### config.mk
export PLATFORM = sky130hd
export DESIGN_NAME = fcrc_frame
export DESIGN_NICKNAME = d
export VERILOG_FILES = /design/src/fcrc_pkg.sv /design/src/fcrc_frame.sv
export SDC_FILE = /design/constraint.sdc
export NUM_CORES = 1
export LEC_CHECK = 0
export BUFFER_PORTS_ARGS = -buffer_cell sky130_fd_sc_hd__buf_2
export CAP_MARGIN = 20
export CORE_MARGIN = 3
export CORE_UTILIZATION = 40
export DETAILED_ROUTE_END_ITERATION = 8
export PLACE_DENSITY = 0.67
export RECOVER_POWER = 25
export SLEW_MARGIN = 20
export SYNTH_ARGS = -nofsm -noshare
export SYNTH_HDL_FRONTEND = slang
export SYNTH_SLANG_ARGS = --single-unit
### constraint.sdc
create_clock -name clk -period 8.2 [get_ports clk]
set_input_delay 0.82 -clock clk [delete_from_list [all_inputs] [get_ports clk]]
set_output_delay 0.82 -clock clk [all_outputs]
set_load 0.03 [all_outputs]
### src/fcrc_pkg.sv
// Shared types, constants and the CRC byte step for the frame checker.
`timescale 1ns / 1ps
`default_nettype none

package fcrc_pkg;

    localparam logic [7:0]  PACKET_BYTES  = 8'd64;
    localparam logic [7:0]  COUNT_MAX     = 8'd255;

    localparam logic [31:0] POLY_RESET    = 32'h04C1_1DB7;
    localparam logic [31:0] INIT_RESET    = 32'h0000_0000;
    localparam logic [7:0]  HDR0_RESET    = 8'hAD;
    localparam logic [7:0]  HDR1_RESET    = 8'hE9;
    localparam logic [7:0]  HDR2_RESET    = 8'h00;
    localparam logic [31:0] CRC_MSB       = 32'h8000_0000;

    localparam int CFG_IDX_W  = 3;
    localparam int CFG_DATA_W = 32;

    typedef enum logic [CFG_IDX_W-1:0] {
        REG_CRC_POLY      = 3'd0,
        REG_CRC_INIT      = 3'd1,
        REG_HEADER_FIRST  = 3'd2,
        REG_HEADER_SECOND = 3'd3,
        REG_HEADER_THIRD  = 3'd4
    } cfg_index_t;

    typedef enum logic [1:0] {
        ERR_NONE   = 2'd0,
        ERR_LENGTH = 2'd1,
        ERR_HEADER = 2'd2,
        ERR_CRC    = 2'd3
    } err_code_t;

    typedef struct packed {
        logic [31:0] poly;
        logic [31:0] init;
        logic [7:0]  hdr0;
        logic [7:0]  hdr1;
        logic [7:0]  hdr2;
    } cfg_t;

    typedef struct packed {
        logic       frame_ok;
        err_code_t  error_code;
        logic [7:0] flags;
    } verdict_t;

    // One byte through the MSB-first CRC, eight shift steps unrolled.
    function automatic logic [31:0] crc_byte(input logic [31:0] crc_in,
                                             input logic [7:0]  data,
                                             input logic [31:0] poly);
        logic [31:0] r;
        r = crc_in ^ {data, 24'd0};
        for (int k = 0; k < 8; k++) begin
            if ((r & CRC_MSB) != 32'd0)
                r = {r[30:0], 1'b0} ^ poly;
            else
                r = {r[30:0], 1'b0};
        end
        return r;
    endfunction

endpackage

`default_nettype wire

### src/fcrc_frame.sv
// Per-frame state: running CRC, byte count, header check, flags capture, verdict.
`timescale 1ns / 1ps
`default_nettype none

module fcrc_frame
    import fcrc_pkg::*;
(
    input  wire logic       clk,
    input  wire logic       rst_n,
    input  wire logic       in_xfer,
    input  wire logic [7:0] data_byte,
    input  wire logic       last_byte,
    input  wire cfg_t       cfg,
    output logic            res_load,
    output verdict_t        res
);

    logic [31:0] crc_reg,   crc_next;
    logic [7:0]  count_reg, count_next;
    logic        hdr_bad_reg, hdr_bad_next;
    logic [7:0]  flags_reg, flags_next;

    logic [31:0] crc_start;
    logic [31:0] crc_upd;
    logic [7:0]  count_upd;
    logic        mismatch;
    logic        hdr_upd;
    logic [7:0]  flags_upd;

    always_comb
    begin
        crc_start = (count_reg == 8'd0) ? cfg.init : crc_reg;
        crc_upd   = crc_byte(crc_start, data_byte, cfg.poly);
        count_upd = (count_reg != COUNT_MAX) ? count_reg + 8'd1 : count_reg;

        case (count_reg)
            8'd0:    mismatch = (data_byte != cfg.hdr0);
            8'd1:    mismatch = (data_byte != cfg.hdr1);
            8'd2:    mismatch = (data_byte != cfg.hdr2);
            default: mismatch = 1'b0;
        endcase
        hdr_upd   = hdr_bad_reg | mismatch;
        flags_upd = (count_reg == 8'd3) ? data_byte : flags_reg;

        // Check order: length, then header, then CRC residue.
        if (count_upd != PACKET_BYTES)
            res.error_code = ERR_LENGTH;
        else if (hdr_upd)
            res.error_code = ERR_HEADER;
        else if (crc_upd != 32'd0)
            res.error_code = ERR_CRC;
        else
            res.error_code = ERR_NONE;
        res.frame_ok = (res.error_code == ERR_NONE);
        res.flags    = flags_upd;
        res_load     = in_xfer && last_byte;

        crc_next     = crc_reg;
        count_next   = count_reg;
        hdr_bad_next = hdr_bad_reg;
        flags_next   = flags_reg;
        if (in_xfer)
        begin
            crc_next = crc_upd;
            if (last_byte)
            begin
                count_next   = 8'd0;
                hdr_bad_next = 1'b0;
                flags_next   = 8'd0;
            end
            else
            begin
                count_next   = count_upd;
                hdr_bad_next = hdr_upd;
                flags_next   = flags_upd;
            end
        end
    end

    // CRC value is ignored at count zero, so no reset.
    always_ff @(posedge clk)
    begin
        crc_reg <= crc_next;
    end

    always_ff @(posedge clk or negedge rst_n)
    begin
        if (!rst_n)
        begin
            count_reg   <= 8'd0;
            hdr_bad_reg <= 1'b0;
            flags_reg   <= 8'd0;
        end
        else
        begin
            count_reg   <= count_next;
            hdr_bad_reg <= hdr_bad_next;
            flags_reg   <= flags_next;
        end
    end

endmodule

`default_nettype wire

# Word level (Yosys, flattened, before mapping)
# Index checks and enable logic that the tools add are counted.
[op_classes]
addsub = 1
eq_ne = 8
muxes = 18
n_bitwise = 10
reduce_logical = 4
[op_table]
columns = ["cell", "count"]
rows = [
  ["two-way mux 32 bit", 9],
  ["XOR 32 bit", 9],
  ["two-way mux 8 bit", 4],
  ["nonzero test 32 bit", 1],
  ["inequality test 8 bit", 3],
  ["equality test 8 x 2 -> 1 bit, second input constant", 2],
  ["adder 8 x 1 -> 8 bit, second input constant", 1],
  ["equality test 8 x 1 -> 1 bit, second input constant", 1],
  ["zero test 8 bit", 1],
  ["inequality test 8 x 7 -> 1 bit, second input constant", 1],
  ["inequality test 8 bit, second input constant", 1],
  ["two-way mux 2 bit", 3],
  ["case mux 1 bit (3 select lines)", 1],
  ["zero test 2 bit", 1],
  ["logical AND 1 bit", 1],
  ["two-way mux 1 bit", 1],
  ["OR 1 bit", 1],
]
[word_totals]
reg_bits = 49
in_bits = 100
output_inout_bits = 12
word_cells = 45

# Depth between registers and ports, before layout
# Gate-level depths: netlist of the first run.
[logic_depth]
ltp_word = 24
ltp_mapped = 25

# Least setup slack after synthesis of the first run
# OpenSTA, ideal clock, no wires.
[synth_path]
path_kind = "input to output"
start = "input data_byte[6]"
end = "output res[10] (netlist bit)"
arrival_ns = 5.719
setup_slack_ns = 1.661
stages = 21
n_path_buf = 5
path_cell_list = "clkbuf_1 -> nand2b_1 -> a211oi_4 -> nor2_2 -> buf_6 -> o32a_1 -> a21oi_2 -> o22ai_2 -> mux2_2 -> o211a_1 -> xnor2_2 -> or4_4 -> buf_6 -> and3_4 -> or2_1 -> buf_2 -> buf_6 -> o22a_1 -> nor4b_2 -> nand4_1 -> nor4b_2"
[synth_lines]
columns = ["item", "line_no", "text"]
rows = [
  ["start: declaration", "fcrc_frame.sv:11", "input wire logic [7:0] data_byte,"],
  ["end: declaration", "fcrc_frame.sv:15", "output verdict_t res"],
]

==> summary.txt, run 1 <==
Final non-filler cell total: 1534
Post-synthesis sequential area ratio: 0.154
Final Cycle Share: 0.961
CP bufs+invs: 4
Run status: complete, but fails checks
Initial antenna violation count: 2
Port buffer count: 111
Clock slew at reported path FFs: 0.07 ns
CP startpoint: count_reg[0]$_DFFE_PN0P_
Vias/cell: 6.21
Placement-stage cell area: 9700 um2
Iteration-0 DRC Markers: 1152
Initial Util: 0.410
Setup WS pre-CTS: 0.541 ns
Setup crit end kind: output port
First-pass GRT wire length: 50.7 mm
Required time of the critical path: 7.38 ns
Total Nets Final: 1355
Post-synth top area cell: xnor2_1
GRT Util Overall: 0.260
Num CTS Buffers: 5
Share of layout cells above drive strength 1: 0.177
Most common cell after layout, fill and taps aside: nand2_1
Setup Fix Bufs, Post-CTS: 0
# setup viols final: 0
Critical Path, Cell by Cell: inv_1 -> ha_1 -> or3b_2 -> a211oi_4 -> or2_1 -> buf_4 -> a22oi_1 -> a31oi_1 -> o22ai_2 -> buf_4 -> mux2_2 -> o211a_1 -> xnor2_2 -> or4_4 -> and3_4 -> or2_2 -> nand2_1 -> xnor2_1 -> nor4_1 -> nand4_1 -> nor4b_2 -> buf_2
FFs w/ async S/R, synth: 0.347
Synth Net Count: 1312
Clk_skew: 0.0140 ns
Slowest stage cell, crit path: or4_4
Worst reg2reg startpoint: count_reg[0]$_DFFE_PN0P_
FF+latch count, synth: 49
Die X-Extent: 156 um
Max reg flops: 32
Die ar.: 24400 um2
Root Driver: clkbuf_16
TritonRoute pass-1 iters: 6
DP HPWL: 23.9 mm
Slew margin rel.: -0.569
Synth cell types: 91
Rows: 54
Most frequent CP cell: buf_4
CTS tree: done
Post-route DRC violation count: 0
Mean post-synth cell area: 7.46 um2
Worst EP arrival: 7.06 ns
Post-synth top area share: 0.154
Routability congestion estimate: 0.938
Drt wl/cell: 21.4 um
Max Root-Sink Buffers: 2
Setup ws final: 0.320 ns
Worst path top cell family by delay: simple AND/OR/NAND/NOR gates
Vias in the first global route: 8628
Min cycle time layout: 7.88 ns
Post-layout instance area: 9880 um2
I/O Pins: 112
CTS Sinks: 49
Worst-Margin Slew: 2.35 ns
H-tree depth: 2
Min Hold Slack: 0.506 ns
WS Path Type: flip-flop to output port
Hold Violations, Final: 0
Failing checks: max-capacitance violations, max-slew violations
Area contributors post-synth: xnor2_1 (15%), edfxtp_1 (11%), nand2_1 (8.3%)
Largest net degree at the start of global routing: 66
Fmax: 0.127 GHz
Overflow after GRT: 0
Placed cells: 1524
Vias: 9521
Worst Min Path Start: flags_reg[4]$_DFFE_PN0P_
Worst setup SP type: flip-flop
Clk Latency, worst-skew pair: 0.31 ns
Mapped cell area: 9010 um2
Most frequent cells in the layout: nand2_1 (196), xnor2_1 (157), buf_2 (109), o21ai_0 (83), nor2_1 (76)
Final ANT Viol Nets: 0
Number of synthesized flops with an enable pin: 32
Die Y: 156 um
Routed wire length: 32.8 mm
Ys flop type: edfxtp_1
Maximum fanout along the worst path: 18
Synthesis Warnings: 0
Hold crit path type: flip-flop to flip-flop
Max incr delay on CP: 0.62 ns
Area grow syn2layout: 9.68%
Mapped Cells: 1208
Max-cap viol count: 1
Slew Limit Fails: 41
Core ar.: 22000 um2
-- worst register-to-register path: cells and delay by family (launching register included) --
kind                       cells  cell delay [ns]
xor gates and xnor gates       2             0.38
buffers and inverters          4             0.76
adders and majority gates      1             0.17
DFF                            1             0.43
and+or+nand+nor                6             2.25
muxes                          1             0.27
AOI/OAI and AO/OA              5             1.27
-- final cells by class --
cell class	instances	area [um2]
fill	2190	12100
multi-input combinational	1012	7030
sequential	49	1390
timing repair buffer	151	850
tap	280	350
clock buffer	6	129
inverter	32	120
clock inverter	2	12.5
antenna	2	5.00
-- routing by layer --
layer	wire, um	track usage	up-vias
met1	13900	0.369	4467
li1	-	-	4439
met4	1080	0.0950	0
met5	0	0	-
met2	14800	0.404	537
met3	3010	0.0363	78
-- per-stage QoR --
step | TNS, ns | util
floorplan | 0 | -
CTS | 0 | 0.448
global route | -0.0118 | 0.450
global placement | 0 | 0.442
detailed placement | 0 | 0.442
finish | 0 | 0.450
-- final timing paths --
check | to | slack (ns) | cells past startpoint
setup / recovery | res[10] | 0.32 | 22
hold / removal | flags_reg[4]$_DFFE_PN0P_ | 0.51 | 1
setup reg to reg | crc_reg[5]$_DFFE_PP_ | 2.42 | 19
hold reg to reg | flags_reg[4]$_DFFE_PN0P_ | 0.51 | 1
max in group asynchronous | flags_reg[6]$_DFFE_PN0P_ | 6.88 | 1
min in group asynchronous | flags_reg[0]$_DFFE_PN0P_ | 0.68 | 1
-- logic make-up (layout without fill, tap and decap cells) --
| logic type | after synthesis | after routing | share of synthesized area |
|---|---|---|---|
| flops | 49 | 49 | 0.154 |
| xor+xnor | 190 | 190 | 0.211 |
| simple gates | 425 | 425 | 0.222 |
| mux | 54 | 54 | 0.0625 |
| fa+ha+maj | 4 | 4 | 0.00556 |
| other cells | 0 | 2 | 0 |
| compound gates | 339 | 339 | 0.274 |
| buf+inv | 147 | 191 | 0.0715 |
-- Yosys cell counts, drive strengths merged, types with 6 or more instances --
master    n
nand2   201
xnor2   159
o21ai    98
nor2     80
clkbuf   79
a21oi    46
mux2i    39
nand3    37
buf      36
edfxtp   32
inv      28
a211oi   26
a22o     21
nor3     19
dfrtp    17
a32oi    16
nand2b   16
xor2     16
mux2     15
xnor3    15
o211ai   14
nor4     13
o22ai    12
a31oi    11
nand4    10
o21a     10
a211o     9
nor2b     9
o221ai    9
and3      8
o31ai     8
a22oi     7
and2      7
or2       7
a221oi    6
-- repair_timing --
item,4_1_cts,5_1_grt
endpoints found under the setup margin,0,3
resized for setup,0,9
hold buffers,0,0
endpoints found under the hold margin,0,0
Power of run 1 is left out: the tool's default activity adds up to more than one toggle a clock period on the data nets, which glitch-free logic cannot reach.
==> inputs of run 2 (changes only) <==
--- a/config.mk
+++ b/config.mk
@@ -12,6 +12,7 @@
 export DETAILED_ROUTE_END_ITERATION = 8
 export PLACE_DENSITY = 0.67
 export RECOVER_POWER = 25
+export SETUP_SLACK_MARGIN = 0.5
 export SLEW_MARGIN = 20
 export SYNTH_ARGS = -nofsm -noshare
 export SYNTH_HDL_FRONTEND = slang
==> run 2 against run 1 <==
Compared with the run above:
- non-clock buffer count grew 2
- the flow still finishes with violations (max-capacitance violations, max-slew violations)
- utilization increased by 0.52 points
- largest cell class unchanged
- sequential share of layout area decreased by 0.16 points
- clock-buffer cell count did not move
- critical path depth is the same
==> summary.txt, run 2 (synthesis results as in run 1) <==
Run status: complete, but fails checks
Failing checks: max-capacitance violations, max-slew violations
Setup ws final: 0.829 ns
CTS Sinks: 49
Die ar.: 24400 um2
Final ANT Viol Nets: 0
Fmax: 0.136 GHz
H-tree depth: 2
Worst setup SP type: flip-flop
Required time of the critical path: 7.38 ns
Metal2 WL: 14.8 mm
Total Nets Final: 1357
Layout fillers: 2183
Worst-Margin Slew: 2.41 ns
Metal3 WL: 2.76 mm
Max Root-Sink Buffers: 2
Worst reg2reg startpoint: count_reg[0]$_DFFE_PN0P_
Iteration-0 DRC Markers: 1003
Routability congestion estimate: 0.938
Met1 wire length: 14.0 mm
Initial antenna violation count: 2
Max-cap viol count: 1
End of the critical path: res[10]
Clk Latency, worst-skew pair: 0.31 ns
Slew Limit Fails: 41
# setup viols final: 0
Die X-Extent: 156 um
Slew margin rel.: -0.604
Initial Util: 0.410
RSZ-0062 raised after global routing: no
Rows: 54
First-pass GRT wire length: 50.8 mm
Maximum fanout along the worst path: 25
Largest net degree at the start of global routing: 66
Share of layout cells above drive strength 1: 0.190
Post-route DRC violation count: 0
Worst flop-to-flop path endpoint: crc_reg[5]$_DFFE_PP_
Setup WS pre-CTS: 0.541 ns
Drt wl/cell: 21.3 um
Clk_skew: 0.0144 ns
Most common cell after layout, fill and taps aside: nand2_1
Worst EP arrival: 6.55 ns
Vias: 9519
Setup TNS Final: 0 ns
DP HPWL: 23.9 mm
Final Cycle Share: 0.899
Top sig layer: met4
Num CTS Buffers: 5
TritonRoute pass-1 iters: 7
Reg2Reg Depth: 19
Setup crit end kind: output port
Worst Min Path Start: flags_reg[4]$_DFFE_PN0P_
CTS tree: done
Vias/cell: 6.20
Vias in the first global route: 8638
Max reg flops: 32
Routed wire length: 32.7 mm
Hold Violations, Final: 0
Register Area: 1390 um2
CP startpoint: count_reg[0]$_DFFE_PN0P_
Area of the multi-input gates: 7110 um2
I/O Pins: 112
Core ar.: 22000 um2
Most frequent cells in the layout: nand2_1 (195), xnor2_1 (156), buf_2 (108), o21ai_0 (82), nor2_1 (76)
Min cycle time layout: 7.37 ns
Die Y: 156 um
Area grow syn2layout: 10.9%
Clock slew at reported path FFs: 0.07 ns
Hold crit path type: flip-flop to flip-flop
Port buffer count: 111
Root Driver: clkbuf_16
Overflow after GRT: 0
WS Path Type: flip-flop to output port
Reg2reg setup slack: 2.71 ns
GRT Util Overall: 0.261
## run 2: cell count changes in the layout (fill, tap and decap cells not counted), moves of 2 or more
cell / before / now
nor4_1: 11 / 7
nor4_2: 1 / 5
buf_6: 0 / 2
or2_1: 2 / 0
or2_4: 0 / 2
## run 2: worst min path at each step
stage / depth (start not counted) / slack [ns] / to
floorplan: 1 / 0.47 / flags_reg[0]$_DFFE_PN0P_
global placement: 1 / 0.48 / flags_reg[4]$_DFFE_PN0P_
detailed placement: 1 / 0.49 / flags_reg[3]$_DFFE_PN0P_
CTS: 1 / 0.46 / count_reg[3]$_DFFE_PN0P_
global route: 1 / 0.52 / flags_reg[1]$_DFFE_PN0P_
finish: 1 / 0.51 / flags_reg[4]$_DFFE_PN0P_
## run 2: final cells by class
cell class                      count  share of cell area
Clock inverter                      2             0.00125
Clock buffer                        6              0.0129
Inverter                           32              0.0120
Sequential cell                    49               0.139
Antenna cell                        2            0.000501
Multi-Input combinational cell   1012               0.712
Tap cell                          280              0.0351
Timing Repair Buffer              153              0.0875
## run 2: worst max-delay path, stage by stage, from the launching register on
cell,delay [ns]
dfrtp_1,0.43
inv_1,0.13
ha_1,0.17
or3b_4,0.44
a211oi_4,0.32
nor2_2,0.06
buf_6,0.20
mux2_4,0.34
a211oi_4,0.34
o22ai_2,0.14
buf_4,0.19
mux2_2,0.27
o211a_1,0.24
xnor2_2,0.22
or4_4,0.63
and3_4,0.25
or2_2,0.43
nand2_1,0.13
xnor2_1,0.10
nor4_2,0.42
nand4_1,0.25
nor4b_2,0.32
buf_4,0.22
## run 2: stage by stage
stage,util,cells,area [um2],hold slack [ns]
finish,0.455,1536,9990,0.506
global route,0.455,1536,9990,0.524
CTS,0.450,1532,9880,0.457
detailed placement,0.442,1524,9700,0.490
global placement,0.442,1524,9700,0.483
floorplan,-,1208,9010,0.467
## run 2: timing repair
action / CTS / global route
endpoints found under the setup margin: 3 / 3
pin swaps: 0 / 7
hold buffers: 0 / 0
resized for setup: 10 / 23
buffers inserted: 0 / 2
## run 2: routing by layer
layer  GRT usage  up-vias
li1            -     4437
met1       0.369     4497
met2       0.408      500
met3      0.0366       85
met4      0.0896        0
met5           0        -
Power of run 2 is left out for the same reason.
